==> src/sv/assert_macros.svh <==
// Assertion macros for the RTL of the grid walker.
`ifndef ASSERT_MACROS_SVH
`define ASSERT_MACROS_SVH

// Checked on every clock edge outside reset.
`define CHK_ASSERT(lbl, clk, rst_n, prop, msg) \
  lbl: assert property (@(posedge clk) disable iff (!rst_n) prop) else $error(msg);

// Checked on every clock edge, reset included.
`define CHK_ASSERT_ALWAYS(lbl, clk, prop, msg) \
  lbl: assert property (@(posedge clk) prop) else $error(msg);

`endif

==> src/sv/drgw_pkg.sv <==
package drgw_pkg;

  localparam int MAP_DIM    = 64;
  localparam int COORD_W    = $clog2(MAP_DIM);
  localparam int POS_W      = COORD_W + 2;
  localparam int ADDR_W     = 2 * COORD_W;
  localparam int MAP_CELLS  = MAP_DIM * MAP_DIM;
  localparam int DIST_W     = 32;
  localparam int STEP_LIMIT = 2 * MAP_DIM;
  localparam int CNT_W      = $clog2(STEP_LIMIT + 1);

  localparam logic REQ_LOAD = 1'b0;
  localparam logic REQ_CAST = 1'b1;

  localparam logic ST_HIT     = 1'b0;
  localparam logic ST_ESCAPED = 1'b1;

  typedef enum logic [1:0] {
    S_CLEAR,
    S_IDLE,
    S_WALK
  } state_t;

  typedef struct packed {
    logic clear;
    logic load_wr;
    logic cast_start;
    logic step;
    logic out_load;
  } cmd_t;

  typedef struct packed {
    logic clear_last;
    logic walk_done;
  } stat_t;

endpackage

==> src/sv/drgw_ctrl.sv <==
`include "assert_macros.svh"

module drgw_ctrl (
  input  logic           clk,
  input  logic           rst_n,
  input  logic           in_valid,
  output logic           in_stall,
  input  logic           in_req_type,
  output logic           out_valid,
  input  logic           out_stall,
  input  drgw_pkg::stat_t stat,
  output drgw_pkg::cmd_t  cmd
);

  drgw_pkg::state_t state_r, state_nxt;
  logic             out_valid_r, out_valid_nxt;

  always_ff @(posedge clk) begin
    if (!rst_n) begin
      state_r     <= drgw_pkg::S_CLEAR;
      out_valid_r <= 1'b0;
    end else begin
      state_r     <= state_nxt;
      out_valid_r <= out_valid_nxt;
    end
  end

  always_comb begin
    state_nxt = state_r;
    cmd       = '0;
    in_stall  = 1'b1;
    case (state_r)
      drgw_pkg::S_CLEAR: begin
        cmd.clear = 1'b1;
        if (stat.clear_last) begin
          state_nxt = drgw_pkg::S_IDLE;
        end
      end
      drgw_pkg::S_IDLE: begin
        in_stall = 1'b0;
        if (in_valid) begin
          if (in_req_type == drgw_pkg::REQ_CAST) begin
            cmd.cast_start = 1'b1;
            state_nxt      = drgw_pkg::S_WALK;
          end else begin
            cmd.load_wr = 1'b1;
          end
        end
      end
      drgw_pkg::S_WALK: begin
        if (!stat.walk_done) begin
          cmd.step = 1'b1;
        end else if (!out_valid_r || !out_stall) begin
          cmd.out_load = 1'b1;
          state_nxt    = drgw_pkg::S_IDLE;
        end
      end
      default: begin
        state_nxt = drgw_pkg::S_CLEAR;
      end
    endcase
    out_valid_nxt = cmd.out_load | (out_valid_r & out_stall);
  end

  assign out_valid = out_valid_r;

  `CHK_ASSERT(a_out_slot_free, clk, rst_n, cmd.out_load |-> (!out_valid_r || !out_stall), "result register overwritten while stalled")
  `CHK_ASSERT(a_cast_enters_walk, clk, rst_n, (state_r == drgw_pkg::S_IDLE && in_valid && in_req_type == drgw_pkg::REQ_CAST) |=> (state_r == drgw_pkg::S_WALK), "accepted cast did not start a walk")
  `CHK_ASSERT(a_one_command, clk, rst_n, $onehot0({cmd.clear, cmd.load_wr, cmd.cast_start, cmd.step, cmd.out_load}), "more than one datapath command at once")
  `CHK_ASSERT_ALWAYS(a_reset_clears, clk, !rst_n |=> (state_r == drgw_pkg::S_CLEAR && !out_valid_r), "reset did not start the clearing pass")

endmodule

==> config.mk <==
export PLATFORM = sky130hd
export DESIGN_NAME = drgw_ctrl
export DESIGN_NICKNAME = d
export VERILOG_FILES = /design/src/sv/drgw_pkg.sv /design/src/sv/drgw_ctrl.sv
export VERILOG_INCLUDE_DIRS = /design/src /design/src/sv
export SDC_FILE = /design/constraint.sdc
export NUM_CORES = 1
export LEC_CHECK = 0
export BUFFER_PORTS_ARGS = -buffer_cell sky130_fd_sc_hd__buf_2
export CORE_AREA = 2 2 39 41
export DETAILED_ROUTE_END_ITERATION = 10
export DIE_AREA = 0 0 41 43
export PLACE_DENSITY = 0.35
export SLEW_MARGIN = 0
export SYNTH_ARGS = -nofsm -noshare
export SYNTH_HDL_FRONTEND = slang
export SYNTH_SLANG_ARGS = --single-unit
==> constraint.sdc <==
create_clock -name clk -period 2.1 [get_ports clk]
set_clock_uncertainty 0.05 [all_clocks]
set_input_delay 0 -clock clk [delete_from_list [all_inputs] [get_ports clk]]
set_output_delay 0 -clock clk [all_outputs]
set_load 0.1 [all_outputs]
==> results of run 1 <==
[worst paths after layout]
| kind | start | end | slack [ns] | cells past startpoint |
|---|---|---|---|---|
| setup reg to reg | state_r[1] | state_r[0] | 0.96 | 3 |
| hold / removal | out_stall | out_valid | 0.04 | 3 |
| hold reg to reg | out_valid | out_valid | 0.49 | 2 |
| setup / recovery | state_r[1] | cmd[0] | 0.64 | 3 |
[layout make-up]
class,count,share of cell area (%)
Clock buffer,4,8.61
Multi-Input combinational cell,17,37.3
Sequential cell,3,19.7
Tap cell,16,6.56
Timing Repair Buffer,15,27.9
[critical path: cells and delay by family (launching register included)]
family,cells,cell delay (ns)
AND/OR/NAND/NOR,2,0.38
flip-flops,1,0.38
buffers and inverters,1,0.42
[per-layer routing]
metal  vias to the layer above  global-route usage [%]  share of wire (%)
met1                        91                    8.33                 49
li1                        107                       -                  -
met3                         0                    1.57                 13
met5                         -                       0                  0
met2                        13                    6.56                 37
met4                         0                    6.00                  0
[power groups by stage]
stage | logic [uW] | registers [uW] | clock network, uW
detailed placement | 73.6 | 64.3 | 0
global route | 79.2 | 63.9 | 115
floorplan | 57.0 | 65.1 | 0
finish | 76.2 | 63.4 | 104
global placement | 73.2 | 64.2 | 0
CTS | 76.4 | 63.3 | 109
[state kept, by name (all words and copies together), names as in the netlist]
name       cells
out_valid      1
state_r        2
[cell families after synthesis]
family          Yosys count  share of synthesized area, %
simple gates             12                          43.6
compound gates            5                          20.3
flops                     3                          36.1
[stage by stage]
stage | cells | util [%] | total power [uW] | setup TNS [ns]
detailed placement | 49 | 18.7 | 138 | 0
global placement | 49 | 18.7 | 137 | 0
finish | 55 | 22.1 | 244 | 0
CTS | 55 | 22.1 | 249 | 0
floorplan | 20 | - | 122 | -0.0869
global route | 55 | 22.1 | 258 | 0
[placed cells by master (no fill, tap or decap)]
| master | netlist | routed |
|---|---|---|
| a21boi_1 | 1 | 1 |
| a21oi_1 | 2 | 2 |
| and3_4 | 1 | 1 |
| buf_2 | 0 | 13 |
| clkbuf_1 | 0 | 1 |
| clkbuf_4 | 0 | 3 |
| dfxtp_1 | 3 | 3 |
| dlygate4sd3_1 | 0 | 2 |
| nand2_1 | 3 | 3 |
| nand2b_1 | 1 | 1 |
| nand2b_2 | 1 | 1 |
| nor2_1 | 3 | 2 |
| nor2_2 | 0 | 1 |
| nor2b_2 | 1 | 1 |
| nor3b_1 | 2 | 1 |
| nor3b_2 | 0 | 1 |
| o21a_1 | 1 | 1 |
| o31a_1 | 1 | 1 |
[cell usage after synthesis]
library cell / count / area share (%)
dfxtp_1: 3 / 36
nand2_1: 3 / 6.8
nor2_1: 3 / 6.8
a21oi_1: 2 / 6.0
nor3b_1: 2 / 9.0
a21boi_1: 1 / 4.5
and3_4: 1 / 6.8
nand2b_1: 1 / 3.8
nand2b_2: 1 / 5.3
nor2b_2: 1 / 5.3
o21a_1: 1 / 4.5
o31a_1: 1 / 5.3
==> results.md, run 1 <==
* Outcome: finished clean
* Cell area after layout at 305 um^2
* CTS Root Cell: clkbuf_4
* FMAX at 686 MHz
* DR vias at 211
* Power per cell area at 798 nW/um^2
* Sw Ratio at 38.8%
* Worst min path class: in -> reg
* Gr ovfl total at 0
* Placement Rows at 14
* CP max-delay cell: buf_2
* Worst Path Required at 2.05 ns
* Clock sink total at 3
* Max-slew violations at 0
* Initial antenna violation count at 0
* Hold Slack at 0.0435 ns
* Die W at 41 um
* WL final at 526 um
* DIE HEIGHT at 43 um
* Static leakage at roughly 0.00014 uW
* DRC at 0
* CTS tree: done
* Crit path capture type: primary output
* Port Buffers at 13
* Fin. Hold Viols at 0
* Post-Syn Nets at 27
* Via/cell ratio at 3.84
* Final ANT Viol Nets at 0
* Num CTS Buffers at 3
* Pin count of the biggest net entering global routing at 6
* Hold-fix buffers, CTS at 2
* Worst setup margin at approximately 0.64 ns
* Clk Latency, worst-skew pair at 0.23 ns
* Initial DRC Count at 2
* Sw power at 94.5 uW
* DPL Wire Length at 392 um
* Place WS at 0.895 ns
* Clk pwr share at between 40% and 50%
* Clock Pin Slew Worst Setup and Hold Paths at 0.04 ns
* Post-CTS Setup Bufs at 0
* Area delta synth->final at 83.5%
* Worst path cell trace: nor2b_2 -> and3_4 -> buf_2
* RSZ-0062 raised after global routing: no
* Routed length per instance at 9.56 um
* DR pass1 iterations at 4
* Pint at 149 uW
* Critical Path AT at 1.41 ns
* Peak per-stage delay on the critical path at 0.42 ns
* Setup violators final at 0
* Final RePlAce weighted congestion at 0.589
* Max-slew headroom at ~68%
* Top Ports at 14
* First-pass GRT wire length at 662 um
* Sequential area share after synthesis at 36.1%
* Core ar. at 1380 um^2
* GRT Total Usage at ~5.9%
* CTS-repair resized insts at 0
* Synth cell types at 12
* CTS H-tree lvls at 1
* Max Cap Viol at 0
* Peak VDD IR at 0.214 mV
* Logic pwr share at between 30 and 40%
* Fin crit period at 1.46 ns
* Filler Cells Inserted at 159
* CP max FO at 5
* Die Area at 1760 um^2
* Cell Area, Synth at ~170 um^2
* Synth Instances at 20
* CP Launch Type: flop
* Seq pwr share at 26.0%
* Clock buffer depth at 2
* Ys Warns at 0
* Worst Path Class, Setup: reg -> out
* Starting density of the core at 12.0%
* Syn Area/Cell at ~8.3 um^2
* Period utilization at a little over two thirds
* Nets@finish at 47
* Worst Tran Pin Value at 0.486 ns
* Vias in the first global route at 178
* Synth Register Bits at 3
* Register area at approximately 60 um^2
* Layout cells sized above 1 at 53.8%
* Antenna diodes at 0
* Post-DP Area at ~260 um^2
* Multi-input logic area at 114 um^2
No activity file was read; power rests on OpenSTA's default activity.
==> run 2: changes to the inputs <==
--- a/config.mk
+++ b/config.mk
@@ -10,7 +10,7 @@
 export CORE_AREA = 2 2 39 41
 export DETAILED_ROUTE_END_ITERATION = 10
 export DIE_AREA = 0 0 41 43
-export PLACE_DENSITY = 0.35
+export PLACE_DENSITY = 0.36
 export SLEW_MARGIN = 0
 export SYNTH_ARGS = -nofsm -noshare
 export SYNTH_HDL_FRONTEND = slang
==> constraint.sdc (replaced) <==
create_clock -name clk -period 1.3 [get_ports clk]
set_clock_uncertainty 0.05 [all_clocks]
set_input_delay 0 -clock clk [delete_from_list [all_inputs] [get_ports clk]]
set_output_delay 0 -clock clk [all_outputs]
set_load 0.1 [all_outputs]
==> results.md, run 2 (same netlist as run 1, synthesis figures left out) <==
* Power, Total at 423 uW
* Antenna diodes at 0
* Die Area at 1760 um^2
* Max Cap Viol at 0
* CP max FO at 5
* Worst Tran Pin Value at 0.485 ns
* Crit path capture type: primary output
* Worst min path class: in -> reg
* Fin crit period at 1.23 ns
* Setup violators final at 0
* FMAX at ~810 MHz
* GRT Total Usage at 7.01%
* Gr ovfl total at 0
* Final RePlAce weighted congestion at 0.676
* Static leakage at 0.000169 uW
* Clock sink total at 3
* Commonest non-fill, non-tap cell in the layout: buf_2
* DRC at 0
* Layout cells sized above 1 at approximately 68%
* Filler Cells Inserted at 160
* CP Launch Type: flop
* RSZ-0062 raised after global routing: no
* Worst Path Class, Setup: reg -> out
* Critical Path AT at 1.18 ns
* CTS Root Cell: clkbuf_4
* Worst Path Required at 1.25 ns
* Outcome: finished clean
* Routed length per instance at 7.96 um
* Pin count of the biggest net entering global routing at 6
* CTS-repair resized insts at 0
* CTS H-tree lvls at 1
* Nets@finish at 48
* Fin. Hold Viols at 0
* Final ANT Viol Nets at 0
* Crit path from: state_r[1]
* Period utilization at 94.8%
* Initial antenna violation count at 0
* Placement Rows at 14
* Initial DRC Count at 0
* Clock buffer depth at 2
* Peak VDD IR at 0.390 mV
* Max-slew headroom at 67.9%
* DIE HEIGHT at 43 um
* CTS tree: done
* DR pass1 iterations at 1
* Clk Latency, worst-skew pair at 0.23 ns
* Post-route setup TNS at 0 ns
* Die W at 41 um
* Via/cell ratio at roughly 3.8
* Area delta synth->final at 156%
* WL final at 446 um
* Num CTS Buffers at 3
* Largest register FFs at 2
* Power per cell area at ~1000 nW/um^2
* Commonest non-fill, non-tap cells in the layout: buf_2, buf_12, clkbuf_4, dlygate4sd3_1
* Core ar. at 1380 um^2
* Top Ports at 14
* Post-CTS Setup Bufs at 0
* Starting density of the core at around 12%
* Biggest register: state_r
* First-pass GRT wire length at 786 um
* R2r startpoint: state_r[1]
* Port Buffers at 13
* Final core utilization at approximately 31%
* Clock Pin Slew Worst Setup and Hold Paths at 0.04 ns
* DR vias at 212
* Vias in the first global route at 227
* DPL Wire Length at 378 um
* Hold wc startpoint: in_valid
* Max-slew violations at 0
* Hold-fix buffers, CTS at 3
==> run 2: cell count changes in the layout (fill, tap and decap cells not counted) <==
cell and delta:
buf_12 +5, buf_2 -5, dfxtp_1 -3, dfxtp_2 +2, dfxtp_4 +1, dlygate4sd3_1 +1, nand2_1 -1, nand2_2 +1
nand2b_2 -1, nand2b_4 +1, nor2_1 -2, nor2_4 +2, nor3b_2 -1, nor3b_4 +1
==> run 2: metrics by stage <==
step,cell area (um^2),hold WS [ns],worst slack [ns],instances
final,425,0.127,0.0673,56
after global placement,369,0.193,0.230,49
after floorplan,209,0.0519,-0.299,20
after detailed placement,369,0.191,0.229,49
after CTS,425,0.121,0.0498,56
after global routing,425,0.145,0.0223,56
==> run 2: where the power goes <==
group / internal [uW] / switching (uW) / total [uW]
combinational: 54.6 / 102 / 156
clock: 115 / 49.1 / 164
sequential: 95.9 / 7.08 / 103
total: 266 / 158 / 423
==> run 2: path summary, 6_finish.rpt <==
kind | to | depth (start not counted) | slack [ns]
setup reg to reg | state_r[0] | 3 | 0.23
hold / removal | state_r[0] | 3 | 0.13
setup / recovery | cmd[3] | 3 | 0.07
hold reg to reg | out_valid | 2 | 0.45
==> run 2: cell type report <==
type	count	area, um^2	area share, %
clock buffers	4	26.3	6.18
repair buffers	16	170	40.0
flip-flops and latches	3	66.3	15.6
multi-input cells	17	143	33.5
well taps	16	20.0	4.71
==> run 2: layer usage <==
metal	up-vias	part of all wire (%)	track usage, %
met3	0	8.3	3.14
met1	98	35	5.41
met2	5	56	10.9
li1	109	-	-
met4	0	0	8.00
met5	-	0	0
==> run 2: worst max-delay path, cell delays in order, from the launching register on <==
cell and delay, ns:
dfxtp_2 0.33, nand2b_4 0.18, nor3b_4 0.23, buf_12 0.20
